## config.mk

```make
export PLATFORM = sky130hd
export DESIGN_NAME = irsc_div
export DESIGN_NICKNAME = d
export VERILOG_FILES = /design/src/rtl/core/irsc_pkg.sv /design/src/rtl/core/irsc_div.sv
export SDC_FILE = /design/constraint.sdc
export NUM_CORES = 2
export LEC_CHECK = 0
export ABC_AREA = 1
export BUFFER_PORTS_ARGS = -buffer_cell sky130_fd_sc_hd__buf_4
export CAP_MARGIN = 40
export CORE_ASPECT_RATIO = 1.2
export CORE_MARGIN = 4
export CORE_UTILIZATION = 60
export CTS_BUF_LIST = sky130_fd_sc_hd__clkbuf_4 sky130_fd_sc_hd__clkbuf_8 sky130_fd_sc_hd__clkbuf_16
export CTS_CLUSTER_SIZE = 20
export DETAILED_ROUTE_END_ITERATION = 8
export GPL_ROUTABILITY_DRIVEN = 0
export PLACE_DENSITY = 0.76
export SLEW_MARGIN = 20
export SYNTH_ARGS = -nofsm -noshare
export SYNTH_HDL_FRONTEND = slang
export SYNTH_SLANG_ARGS = --single-unit
```

## constraint.sdc

```tcl
create_clock -name clk -period 5 [get_ports clk]
set_input_delay 1 -clock clk [delete_from_list [all_inputs] [get_ports clk]]
set_output_delay 1 -clock clk [all_outputs]
set_load 0.01 [all_outputs]
```

## src/rtl/core/irsc_pkg.sv

```systemverilog
package irsc_pkg;

  localparam int DIM_BITS = 13;
  localparam int FRAC_BITS = 16;
  localparam int SCL_BITS = DIM_BITS + FRAC_BITS;
  localparam int PROD_BITS = SCL_BITS + DIM_BITS;

  // config register indexes
  localparam int CFG_IDX_BITS = 8;
  localparam logic [CFG_IDX_BITS-1:0] REG_TGT_LEN = 8'd0;
  localparam logic [CFG_IDX_BITS-1:0] REG_CAP_LEN = 8'd1;

  localparam logic [DIM_BITS-1:0] TGT_LEN_RST = DIM_BITS'(800);
  localparam logic [DIM_BITS-1:0] CAP_LEN_RST = DIM_BITS'(1333);

  // stream packing
  localparam int IN_BYTES = (2 * DIM_BITS + 7) / 8;
  localparam int OUT_FIELD_BITS = 2 * DIM_BITS + 3 * SCL_BITS;
  localparam int OUT_BYTES = (OUT_FIELD_BITS + 7) / 8;

  typedef logic [DIM_BITS-1:0] dim_t;
  typedef logic [SCL_BITS-1:0] scl_t;

endpackage

```

## src/rtl/core/irsc_div.sv

```systemverilog
module irsc_div (
  input  logic                  clk,
  input  logic                  en,
  input  irsc_pkg::scl_t        num,
  input  irsc_pkg::dim_t        den,
  output irsc_pkg::scl_t        quo
);
  import irsc_pkg::*;

  // one quotient bit per stage, restoring division, msb first
  scl_t num_r [SCL_BITS];
  scl_t quo_r [SCL_BITS];
  dim_t den_r [SCL_BITS];
  dim_t rem_r [SCL_BITS];

  for (genvar k = 0; k < SCL_BITS; k++) begin : g_stage
    scl_t                num_i;
    scl_t                quo_i;
    dim_t                den_i;
    dim_t                rem_i;
    logic [DIM_BITS:0]   trial;
    logic                ge;

    if (k == 0) begin : g_first
      assign num_i = num;
      assign quo_i = '0;
      assign den_i = den;
      assign rem_i = '0;
    end else begin : g_next
      assign num_i = num_r[k-1];
      assign quo_i = quo_r[k-1];
      assign den_i = den_r[k-1];
      assign rem_i = rem_r[k-1];
    end

    // trial subtract of the next dividend bit
    assign trial = {rem_i, num_i[SCL_BITS-1]};
    assign ge = trial >= {1'b0, den_i};

    always_ff @(posedge clk) begin
      if (en) begin
        num_r[k] <= {num_i[SCL_BITS-2:0], 1'b0};
        quo_r[k] <= {quo_i[SCL_BITS-2:0], ge};
        den_r[k] <= den_i;
        rem_r[k] <= ge ? DIM_BITS'(trial - {1'b0, den_i}) : DIM_BITS'(trial);
      end
    end
  end

  assign quo = quo_r[SCL_BITS-1];

endmodule

```

==> reports/qor.yml <==
syn_area_mm2: 0.0787
hold-worst-slack_ps: 394
drtAntennaViolNets: 0
clock_tree.root_cell: "clkbuf_16"
post_drt_via_cell_ratio: 5.32
dp_cells: 9167
min_period_ps: 2700
floorplan.initialDensity_pct: 60.5
cts_inserted_buffers: 156
cap_violations: 0
dr_total_vias: 50300
p_leak_nw: 39.5
worst_path_most_repeated_cell: "nand2_1"
hold_viol_final: 0
grt_usage_pct: 22.4
dieArea_mm2: 0.137
clk_latency_ps: 780
crit_fanout: 22
status: "finished, final reports clean"
cts.sinks: 1569
syn-instance-count: 7454
synth.avg_cell_area_um2: 10.6
crit_path_cell_trace: "inv_1 > ha_1 > inv_1 > fa_1 > nand2_1 > nand2_1 > nand3_1 > nand2_1 > nand2_2 > nand3_2 > nand2_1 > o21ai_2"
routed_wl_um: 153000
min_period_over_period_pct: 54.0
postCtsSetupBuffers: 0
arrival_ps: 3210
synth.distinct_cells: 40
fmax_mhz: 370
setup_viol: 0
critPathKind: "reg2reg"
synth_edf_count: 1569
hold_path_class: "in2reg"
holdBufCountCts: 0
yosysTopAreaCell: "edfxtp_1"
cp_slowest_stage_delay_ps: 500
ir_drop_uv: 363
power_density_mw_per_mm2: 572
cts_resized: 0
grt_pass1_wl_um: 248000
most-common-layout-cells: "nand2_1 (2048), edfxtp_1 (1569), inv_1 (1510)"
drc: 0
end_kind: "flop"
worst_slew_pin_slew_ps: 922
clk_pin_slew_ps: 60
htreeDepth: 4
async_flop_share_pct: 0
floorplan.rows: 145
worst_ep_required_time_ps: 5500
grt.overflow.total: 0
synth_area_leaders: "edfxtp_1 (60%), nand2_1 (9.8%), inv_1 (7.2%)"
die_y_um: 405
clockBufferDepth: 3
relSlewSlack_pct: 38.5
die_w_um: 339
rsz0062_at_grt: "false"
critPathLaunchType: "flop"
synth_nets: 7891
wl_per_cell_um: 16.1
syn2layout_area_growth_pct: 9.51
num_io_pins: 73
ys.warnings.count: 0
finalSetupTns_ps: 0
synthFlopType: "edfxtp_1"
grt_max_degree: 131
drt_iter0_markers: 4037
finClkSkew_ps: 26.8
first_pass_iters: 6
synth_top_area_share_pct: 59.8
finalPower_mw: 49.4
layout_commonest_cell: "nand2_1"
slowest_stage: "nand3_2"
antenna_found_initial: 1
nets: 8072
finalMaxSlewViolations: 0
cts_tree: "built"
layout-drive-gt1-share_pct: 12.8
hpwl_um: 109000
synth_seq_area_share_pct: 59.8
core_area_mm2: 0.130
first_global_vias: 49500
numPortBuffers: 72
final_cells: 9456
synth-seq-cells: 1569
critical path: cells and delay by family, from the launching register on:
| family | cells | cell delay [ps] |
|---|---|---|
| adder cells (fa/ha/maj) | 2 | 590 |
| AO/OA/AOI/OAI | 1 | 70 |
| flip-flops | 1 | 360 |
| buffers and inverters | 2 | 160 |
| AND/OR/NAND/NOR | 7 | 1230 |
synth_stat cells (24+ instances only):
| cell | n |
|---|---|
| inv_1 | 1510 |
| xor2_1 | 143 |
| buf_6 | 39 |
| ha_1 | 366 |
| nand2_2 | 140 |
| a21oi_4 | 24 |
| nor2_2 | 75 |
| nand4_1 | 278 |
| nand2_1 | 2048 |
| nand3_2 | 130 |
| o21ai_2 | 123 |
| o21ai_1 | 84 |
| nor2_4 | 35 |
| a21oi_1 | 113 |
| edfxtp_1 | 1569 |
| fa_1 | 27 |
| inv_2 | 41 |
| nand3_1 | 344 |
| nor2_1 | 248 |
through the flow:
step / util [%] / cell area [um^2] / worst slack [ps]
after floorplan: - / 78700 / 2840
after global placement: 62.2 / 81000 / 2330
after detailed placement: 62.2 / 81000 / 2320
after CTS: 66.2 / 86200 / 2300
after global routing: 66.2 / 86200 / 2100
final: 66.2 / 86200 / 2300
per-layer routing:
| metal | up-vias | global-route usage, % | routed length (um) |
|---|---|---|---|
| met5 | - | 0 | 0 |
| met4 | 0 | 11.6 | 8060 |
| met3 | 462 | 3.00 | 7270 |
| met2 | 1482 | 39.3 | 76600 |
| met1 | 23500 | 27.1 | 60700 |
| li1 | 24900 | - | - |
kinds of logic (layout without fill, tap and decap cells):
logic type,Yosys count,in the layout,synth area share (%)
fa+ha+maj,393,393,6.50
compound gates,354,354,3.20
xor+xnor,143,143,1.59
buf+inv,1628,1939,8.41
flops,1569,1569,59.8
simple gates,3367,3367,20.5
other cells,0,1,0
registers in the layout (all words and copies together) (netlist names):
register,cells
den_r,364
num_r,406
quo_r,435
rem_r,364
power breakdown:
group / internal, mW / switching [mW]
Clock: 6.89 / 5.01
Sequential: 17.7 / 1.45
Combinational: 6.34 / 12.0
Total: 30.9 / 18.5
layout make-up:
cell class / instances / area (um^2)
antenna: 1 / 2.50
clock buffer: 184 / 4150
clock inverter: 104 / 1110
fill: 9606 / 44000
inverter: 1551 / 5820
multi-input combinational: 4257 / 25000
sequential: 1569 / 47100
tap: 1690 / 2110
timing repair buffer: 100 / 908
final timing paths:
path	startpoint	end	slack, ps	cells after the start
setup / recovery	num_r[1][139]	rem_r[1][72]	2300	12
hold / removal	num[27]	num_r[0][27]	390	1
setup reg to reg	num_r[1][139]	rem_r[1][72]	2300	12
hold reg to reg	num_r[0][218]	num_r[0][247]	400	0
Power figures use the tool's default switching activity.
